--- config.mk ---
export PLATFORM = sky130hd
export DESIGN_NAME = retransmit_queue_with_ack
export DESIGN_NICKNAME = d
export VERILOG_FILES = /design/src/design/rqa_pkg.sv /design/src/design/retransmit_queue_with_ack.sv
export SDC_FILE = /design/constraint.sdc
export NUM_CORES = 1
export LEC_CHECK = 0
export BUFFER_PORTS_ARGS = -buffer_cell sky130_fd_sc_hd__buf_2
export CAP_MARGIN = 20
export CORE_AREA = 2 2 191 193
export CTS_CLUSTER_SIZE = 12
export DETAILED_ROUTE_END_ITERATION = 8
export DIE_AREA = 0 0 193 195
export PLACE_DENSITY = 0.75
export REMOVE_ABC_BUFFERS = 1
export SYNTH_ARGS = -nofsm -noshare
export SYNTH_HDL_FRONTEND = slang
export SYNTH_SLANG_ARGS = --single-unit
--- constraint.sdc ---
create_clock -name clock -period 2.5 [get_ports clock]
set_input_delay 0.625 -clock clock [delete_from_list [all_inputs] [get_ports clock]]
set_output_delay 0.625 -clock clock [all_outputs]
set_load 0.005 [all_outputs]
--- src/design/rqa_pkg.sv ---
// ----------------------------------------------------------------------------
// rqa_pkg: shared types and constants of the retransmit queue
// Holds queue sizing, register indexes, request codes and the payload
// structures of the command and result channels.
// ----------------------------------------------------------------------------
package rqa_pkg;

   // Queue sizing.
   localparam int QUEUE_DEPTH = 32;
   localparam int PTR_W       = (QUEUE_DEPTH > 1) ? $clog2(QUEUE_DEPTH) : 1;
   localparam int FILL_W      = $clog2(QUEUE_DEPTH + 1);
   localparam int LEVEL_W     = 6;

   // Field widths.
   localparam int CODE_W  = 8;
   localparam int COUNT_W = 4;
   localparam int WAIT_W  = 16;

   // Configuration port.
   localparam int CSR_IDX_W  = 2;
   localparam int CSR_DATA_W = 16;

   localparam logic [CSR_IDX_W-1:0] CSR_ACK_PACKET_CODE  = 2'd0;
   localparam logic [CSR_IDX_W-1:0] CSR_ACK_SEND_COUNT   = 2'd1;
   localparam logic [CSR_IDX_W-1:0] CSR_REQ_SEND_COUNT   = 2'd2;
   localparam logic [CSR_IDX_W-1:0] CSR_RETRY_WAIT_TICKS = 2'd3;

   // Reset values of the configuration registers.
   localparam logic [CODE_W-1:0]  ACK_PACKET_CODE_RST  = 8'd0;
   localparam logic [COUNT_W-1:0] ACK_SEND_COUNT_RST   = 4'd1;
   localparam logic [COUNT_W-1:0] REQ_SEND_COUNT_RST   = 4'd3;
   localparam logic [WAIT_W-1:0]  RETRY_WAIT_TICKS_RST = 16'd50;

   // Request codes.
   localparam logic [1:0] REQ_ENQUEUE = 2'd0;
   localparam logic [1:0] REQ_ACK     = 2'd1;
   localparam logic [1:0] REQ_TICK    = 2'd2;

   // Command payload.
   typedef struct packed {
      logic [1:0]        req_type;
      logic [CODE_W-1:0] packet;
      logic              tx_idle;
   } req_item_type;

   // Result payload.
   typedef struct packed {
      logic               send_valid;
      logic [CODE_W-1:0]  send_packet;
      logic               enqueue_dropped;
      logic [LEVEL_W-1:0] queue_level;
      logic [COUNT_W-1:0] sends_left;
   } rsp_item_type;

   // One queue entry: remaining transmissions and packet code.
   typedef struct packed {
      logic [COUNT_W-1:0] count;
      logic [CODE_W-1:0]  code;
   } entry_type;

endpackage

--- src/design/retransmit_queue_with_ack.sv ---
// A result strobes on rsp_valid once start has passed the input register and then the result register.
// Throughput: one command per cycle; busy is always low, and the result
// register is written every cycle, so the receiver never stalls the block.
// The head entry is prefetched from the queue memory each cycle with a
// write bypass, so a pop never waits on the memory read port.
// Synchronous reset empties the queue, expires the timer and loads defaults.
// ----------------------------------------------------------------------------
// retransmit_queue_with_ack: transmit queue with retries and ack cancel
// Queues packet codes with a transmission count, resends the current packet
// on idle timer ticks and drops it early when its acknowledgement arrives.
// ----------------------------------------------------------------------------
module retransmit_queue_with_ack
   import rqa_pkg::*;
(
   input  logic                  clock,
   input  logic                  reset,
   input  logic                  start,
   output logic                  busy,
   input  req_item_type          req_item,
   output logic                  rsp_valid,
   output rsp_item_type          rsp_item,
   input  logic                  csr_we,
   input  logic [CSR_IDX_W-1:0]  csr_index,
   input  logic [CSR_DATA_W-1:0] csr_wdata
);

   // Configuration registers.
   logic [CODE_W-1:0]  ack_code_ff;
   logic [COUNT_W-1:0] ack_count_ff;
   logic [COUNT_W-1:0] req_count_ff;
   logic [WAIT_W-1:0]  retry_wait_ff;

   // Input register.
   logic         in_valid_ff;
   req_item_type in_item_ff;

   // Queue and transmit state.
   logic [PTR_W-1:0]   head_ff, head_in;
   logic [PTR_W-1:0]   tail_ff, tail_in;
   logic [FILL_W-1:0]  fill_ff, fill_in;
   logic [CODE_W-1:0]  cur_code_ff, cur_code_in;
   logic [COUNT_W-1:0] cur_left_ff, cur_left_in;
   logic [WAIT_W-1:0]  wait_ff, wait_in;

   // Queue memory and prefetched head entry.
   entry_type          mem_store [QUEUE_DEPTH];
   entry_type          head_entry_ff;
   logic               wr_en;
   entry_type          wr_data;

   // Result register.
   logic         rsp_valid_ff;
   rsp_item_type rsp_item_ff, rsp_item_in;

   logic               is_full;
   logic [COUNT_W-1:0] enq_count;

   assign busy      = 1'b0;
   assign rsp_valid = rsp_valid_ff;
   assign rsp_item  = rsp_item_ff;

   // Configuration writes.
   always_ff @(posedge clock) begin
      if (reset) begin
         ack_code_ff   <= ACK_PACKET_CODE_RST;
         ack_count_ff  <= ACK_SEND_COUNT_RST;
         req_count_ff  <= REQ_SEND_COUNT_RST;
         retry_wait_ff <= RETRY_WAIT_TICKS_RST;
      end else if (csr_we) begin
         unique case (csr_index)
            CSR_ACK_PACKET_CODE:  ack_code_ff   <= csr_wdata[CODE_W-1:0];
            CSR_ACK_SEND_COUNT:   ack_count_ff  <= csr_wdata[COUNT_W-1:0];
            CSR_REQ_SEND_COUNT:   req_count_ff  <= csr_wdata[COUNT_W-1:0];
            CSR_RETRY_WAIT_TICKS: retry_wait_ff <= csr_wdata[WAIT_W-1:0];
            default: ;
         endcase
      end
   end

   // Command capture.
   always_ff @(posedge clock) begin
      if (reset) begin
         in_valid_ff <= 1'b0;
      end else begin
         in_valid_ff <= start;
      end
      in_item_ff <= req_item;
   end

   assign is_full   = (fill_ff == FILL_W'(QUEUE_DEPTH));
   assign enq_count = (in_item_ff.packet == ack_code_ff) ? ack_count_ff : req_count_ff;

   // Next state and result for the registered command.
   always_comb begin
      head_in     = head_ff;
      tail_in     = tail_ff;
      fill_in     = fill_ff;
      cur_code_in = cur_code_ff;
      cur_left_in = cur_left_ff;
      wait_in     = wait_ff;
      wr_en       = 1'b0;
      wr_data.count = enq_count;
      wr_data.code  = in_item_ff.packet;
      rsp_item_in.send_valid      = 1'b0;
      rsp_item_in.send_packet     = '0;
      rsp_item_in.enqueue_dropped = 1'b0;

      if (in_valid_ff) begin
         unique case (in_item_ff.req_type)
            REQ_ENQUEUE: begin
               if (is_full) begin
                  rsp_item_in.enqueue_dropped = 1'b1;
               end else begin
                  wr_en   = 1'b1;
                  tail_in = (tail_ff == PTR_W'(QUEUE_DEPTH - 1)) ? '0 : tail_ff + 1'b1;
                  fill_in = fill_ff + 1'b1;
               end
            end
            REQ_ACK: begin
               if (in_item_ff.packet == cur_code_ff) begin
                  cur_left_in = '0;
               end
            end
            REQ_TICK: begin
               if (wait_ff != '0) begin
                  wait_in = wait_ff - 1'b1;
               end else if (in_item_ff.tx_idle) begin
                  if (cur_left_ff == '0) begin
                     // Nothing left to resend: pop the next packet if any.
                     if (fill_ff != '0) begin
                        head_in     = (head_ff == PTR_W'(QUEUE_DEPTH - 1)) ?
                                      '0 : head_ff + 1'b1;
                        fill_in     = fill_ff - 1'b1;
                        cur_code_in = head_entry_ff.code;
                        cur_left_in = (head_entry_ff.count != '0) ?
                                      head_entry_ff.count - 1'b1 : '0;
                        rsp_item_in.send_valid  = 1'b1;
                        rsp_item_in.send_packet = head_entry_ff.code;
                     end
                  end else begin
                     cur_left_in = cur_left_ff - 1'b1;
                     rsp_item_in.send_valid  = 1'b1;
                     rsp_item_in.send_packet = cur_code_ff;
                  end
                  wait_in = retry_wait_ff;
               end
            end
            default: ;
         endcase
      end

      rsp_item_in.queue_level = LEVEL_W'(fill_in);
      rsp_item_in.sends_left  = cur_left_in;
   end

   // State and result registers.
   always_ff @(posedge clock) begin
      if (reset) begin
         head_ff      <= '0;
         tail_ff      <= '0;
         fill_ff      <= '0;
         cur_code_ff  <= '0;
         cur_left_ff  <= '0;
         wait_ff      <= '0;
         rsp_valid_ff <= 1'b0;
      end else begin
         head_ff      <= head_in;
         tail_ff      <= tail_in;
         fill_ff      <= fill_in;
         cur_code_ff  <= cur_code_in;
         cur_left_ff  <= cur_left_in;
         wait_ff      <= wait_in;
         rsp_valid_ff <= in_valid_ff;
      end
      rsp_item_ff <= rsp_item_in;
   end

   // Queue memory: one write port, one registered read of the next head.
   // A write to the address being read is forwarded so the prefetch is current.
   always_ff @(posedge clock) begin
      if (wr_en) begin
         mem_store[tail_ff] <= wr_data;
      end
      if (wr_en && (tail_ff == head_in)) begin
         head_entry_ff <= wr_data;
      end else begin
         head_entry_ff <= mem_store[head_in];
      end
   end

endmodule
==> results_dict.tcl <==
set metrics [dict create \
    outcome "finished with violations" \
    violations "negative setup slack" \
    multi_input_area_mm2 0.005847 \
    drtIter0Drc 1192 \
    endpoint "fill_ff[3]" \
    ys_types 57 \
    relSlewSlack 0.5067 \
    syn_to_final_growth_pct 21.34 \
    slew_violations 0 \
    maxCapViolCount 0 \
    ff_latch_area_mm2 0.01382 \
    r2r-end "fill_ff[3]" \
    worstSetupStartpointType "flop" \
    power_density_mw_per_mm2 707.4 \
    diodes 0 \
    grt_pass1_wl_mm 70.37 \
    gp_congestion 0.9017 \
    grt_pass1_vias 11850 \
    wl_per_cell_um 24.05 \
    fmax_ghz 0.3887 \
    ys_ff_latch 498 \
    use_met2 0.4085 \
    fin_hold_ws_ns 0.1281 \
    root_buffer "clkbuf_16" \
    fin_nets 1528 \
    final_common_cell "edfxtp_1" \
    worstPathMaxFanout 3 \
    hp-class "input port to flop" \
    antenna_found_initial 0 \
    max-clock-path-buffers 3 \
    cts_buffers 50 \
    criticalPathCategory "flop to flop" \
    cts_tree "yes" \
    portBuffers 53 \
    worst-r2r-setup-slack_ns -0.07 \
    place_hpwl_mm 30.32 \
    rsz0062_at_grt "yes" \
    peakVddDrop_uv 605.5 \
    synthFlopType "edfxtp_1" \
    globalRouteOverflowTotal 0 \
    synth_cells 1237 \
    cp.arrival_ns 3.05 \
    fin_skew_ns 0.01810 \
    power_uw 16930 \
    totalWireLength_mm 47.64 \
    period_share 1.029 \
    num_rows 69 \
    grt_use_met1 0.3443 \
    die_area_mm2 0.03764 \
    fin_tns_setup_ns -0.2202 \
    tightest_slew_ns 0.7350 \
    grt_max_degree 33 \
    hold_viol 0 \
    insertion_delay_ns 0.60 \
    syn_area_per_cell_um2 15.94 \
    cts_max_level 2 \
    grtUsageTotal 0.2522 \
    setup_ws_ns -0.07299 \
    viasPerCell 6.081 \
    cp.required_ns 2.98 \
    drc 0 \
    drive_above_1_share 0.3079 \
    syn_area_mm2 0.01972 \
    grt.busiest_layer "met2" \
    antenna_left 0 \
    die_h_um 195 \
    mostFrequentLayoutCells "384 x edfxtp_1, 162 x buf_4, 109 x dfxtp_1" \
    ys_seq_area_frac 0.7005 \
    clock-sinks 498 \
    yosys_warnings 0 \
    startpoint "wait_ff[13]" \
    p_leak_uw 0.008266 \
    io_pins 55 \
    coreArea_mm2 0.03540 \
    setup_viol 8 \
    async_reset_ff_frac 0 \
    post-place-ws_ns -0.2915 \
    firstDrtPassIters 6 \
    worst_setup_path_end_kind "flop" \
    use_met3 0.04745 \
    r2r_cells 9 \
    synth_edf_count 384 \
    cts.reportedPaths.clkPinSlew_ns 0.06 \
    vias 12050 \
    initial_utilization 0.5571 \
    period_minus_slack_ns 2.573 \
    r2r-start "wait_ff[13]" \
    fill_cells 2300 \
    die_w_um 193 \
]
==> report_power, final <==
group / internal [uW] / switching [uW] / total [uW]
clock: 4170 / 3030 / 7200
sequential: 8930 / 44.0 / 8980
combinational: 312 / 440 / 752
total: 13400 / 3510 / 16900
==> state kept, by name, summed over array words and instances, names as in the netlist, named ones only <==
signal,cells
in_valid_ff,1
mem_store,384
head_ff,5
cur_left_ff,4
cur_code_ff,8
fill_ff,6
ack_count_ff,4
ack_code_ff,8
rsp_valid,1
tail_ff,5
wait_ff,16
rsp_item,20
in_item_ff,11
retry_wait_ff,16
req_count_ff,4
==> kinds of logic after synthesis <==
family | after synthesis | share of synthesized area
xor gates and xnor gates | 18 | 0.007995
DFF | 498 | 0.7005
other | 1 | 0.0001902
buffers and inverters | 79 | 0.01586
and+or+nand+nor | 294 | 0.06954
muxes | 171 | 0.1444
adders and majority gates | 17 | 0.01079
AOI/OAI and AO/OA | 159 | 0.05070
==> critical path, cell delays in order (launching register included) <==
cell	delay, ns
dfxtp_2	0.32
or3_4	0.38
or4_4	0.46
nor3_4	0.21
buf_6	0.14
buf_4	0.11
nand3_2	0.09
a221o_1	0.38
a22o_1	0.23
and2_1	0.15
==> area by class of cell <==
class | count | share of cell area
clock buffer | 86 | 0.06092
multi-input combinational | 660 | 0.2444
clock inverter | 8 | 0.004654
inverter | 19 | 0.002981
timing repair buffer | 249 | 0.08523
tap | 461 | 0.02411
sequential | 498 | 0.5778
==> per-layer routing <==
| layer | vias up | part of all wire |
|---|---|---|
| met2 | 571 | 0.49 |
| met5 | - | 0 |
| met3 | 109 | 0.086 |
| met1 | 6087 | 0.39 |
| li1 | 5279 | - |
| met4 | 0 | 0.034 |
==> cell usage after synthesis, types with 2 or more instances <==
cell,n,area [um2]
dfxtp_1,114,2282
nor2_1,99,371.6
buf_1,11,41.29
and2_1,14,87.58
a211oi_1,3,22.52
buf_2,4,20.02
o2bb2ai_1,2,17.52
or2_2,3,18.77
a22oi_1,26,195.2
a21o_1,9,67.56
or3b_2,2,17.52
o21a_1,3,22.52
o211ai_1,4,30.03
mux2_2,8,90.09
o21ai_0,28,140.1
ha_1,17,212.7
nor3b_1,3,22.52
clkbuf_1,43,161.4
nor3_1,15,75.07
nor4_1,3,18.77
nand3b_1,6,45.04
a31oi_1,3,18.77
and3_1,7,43.79
or3_1,5,31.28
inv_1,19,71.32
nand2_1,85,319.1
o21bai_1,2,15.01
nand4_1,8,50.05
a22o_1,4,35.03
nor2b_1,6,37.54
nand2b_1,5,31.28
a21oi_1,54,270.3
nor4b_1,3,26.28
mux2i_1,73,730.7
nand3_1,25,125.1
edfxtp_1,384,11530
o41ai_1,3,26.28
o31ai_1,6,45.04
mux4_2,90,2027
o22ai_1,4,25.02
xnor2_1,17,148.9
a221oi_1,2,17.52
==> through the flow <==
| step | utilization | cell area, um2 | instances |
|---|---|---|---|
| floorplan | - | 19480 | 1177 |
| global placement | 0.6158 | 21800 | 1865 |
| detailed placement | 0.6158 | 21800 | 1865 |
| CTS | 0.6667 | 23600 | 1969 |
| global route | 0.6760 | 23930 | 1981 |
| finish | 0.6760 | 23930 | 1981 |
==> timing repair <==
item | 4_1_cts | 5_1_grt
gates cloned | 0 | 2
pin swaps | 24 | 15
setup buffers | 10 | 10
hold buffers | 0 | 0
gates resized for setup | 38 | 60
setup endpoints to repair | 37 | 120
==> worst min path at each step <==
stage	from	endpoint	slack, ns	depth (start not counted)
global placement	retry_wait_ff[3]	retry_wait_ff[3]	0.44	2
global route	req_item[2]	in_item_ff[2]	0.12	1
floorplan	retry_wait_ff[12]	retry_wait_ff[12]	0.43	2
detailed placement	retry_wait_ff[3]	retry_wait_ff[3]	0.45	2
finish	req_item[3]	in_item_ff[3]	0.13	1
CTS	req_item[3]	in_item_ff[3]	0.11	1
No activity file was read; power rests on OpenSTA's default activity.
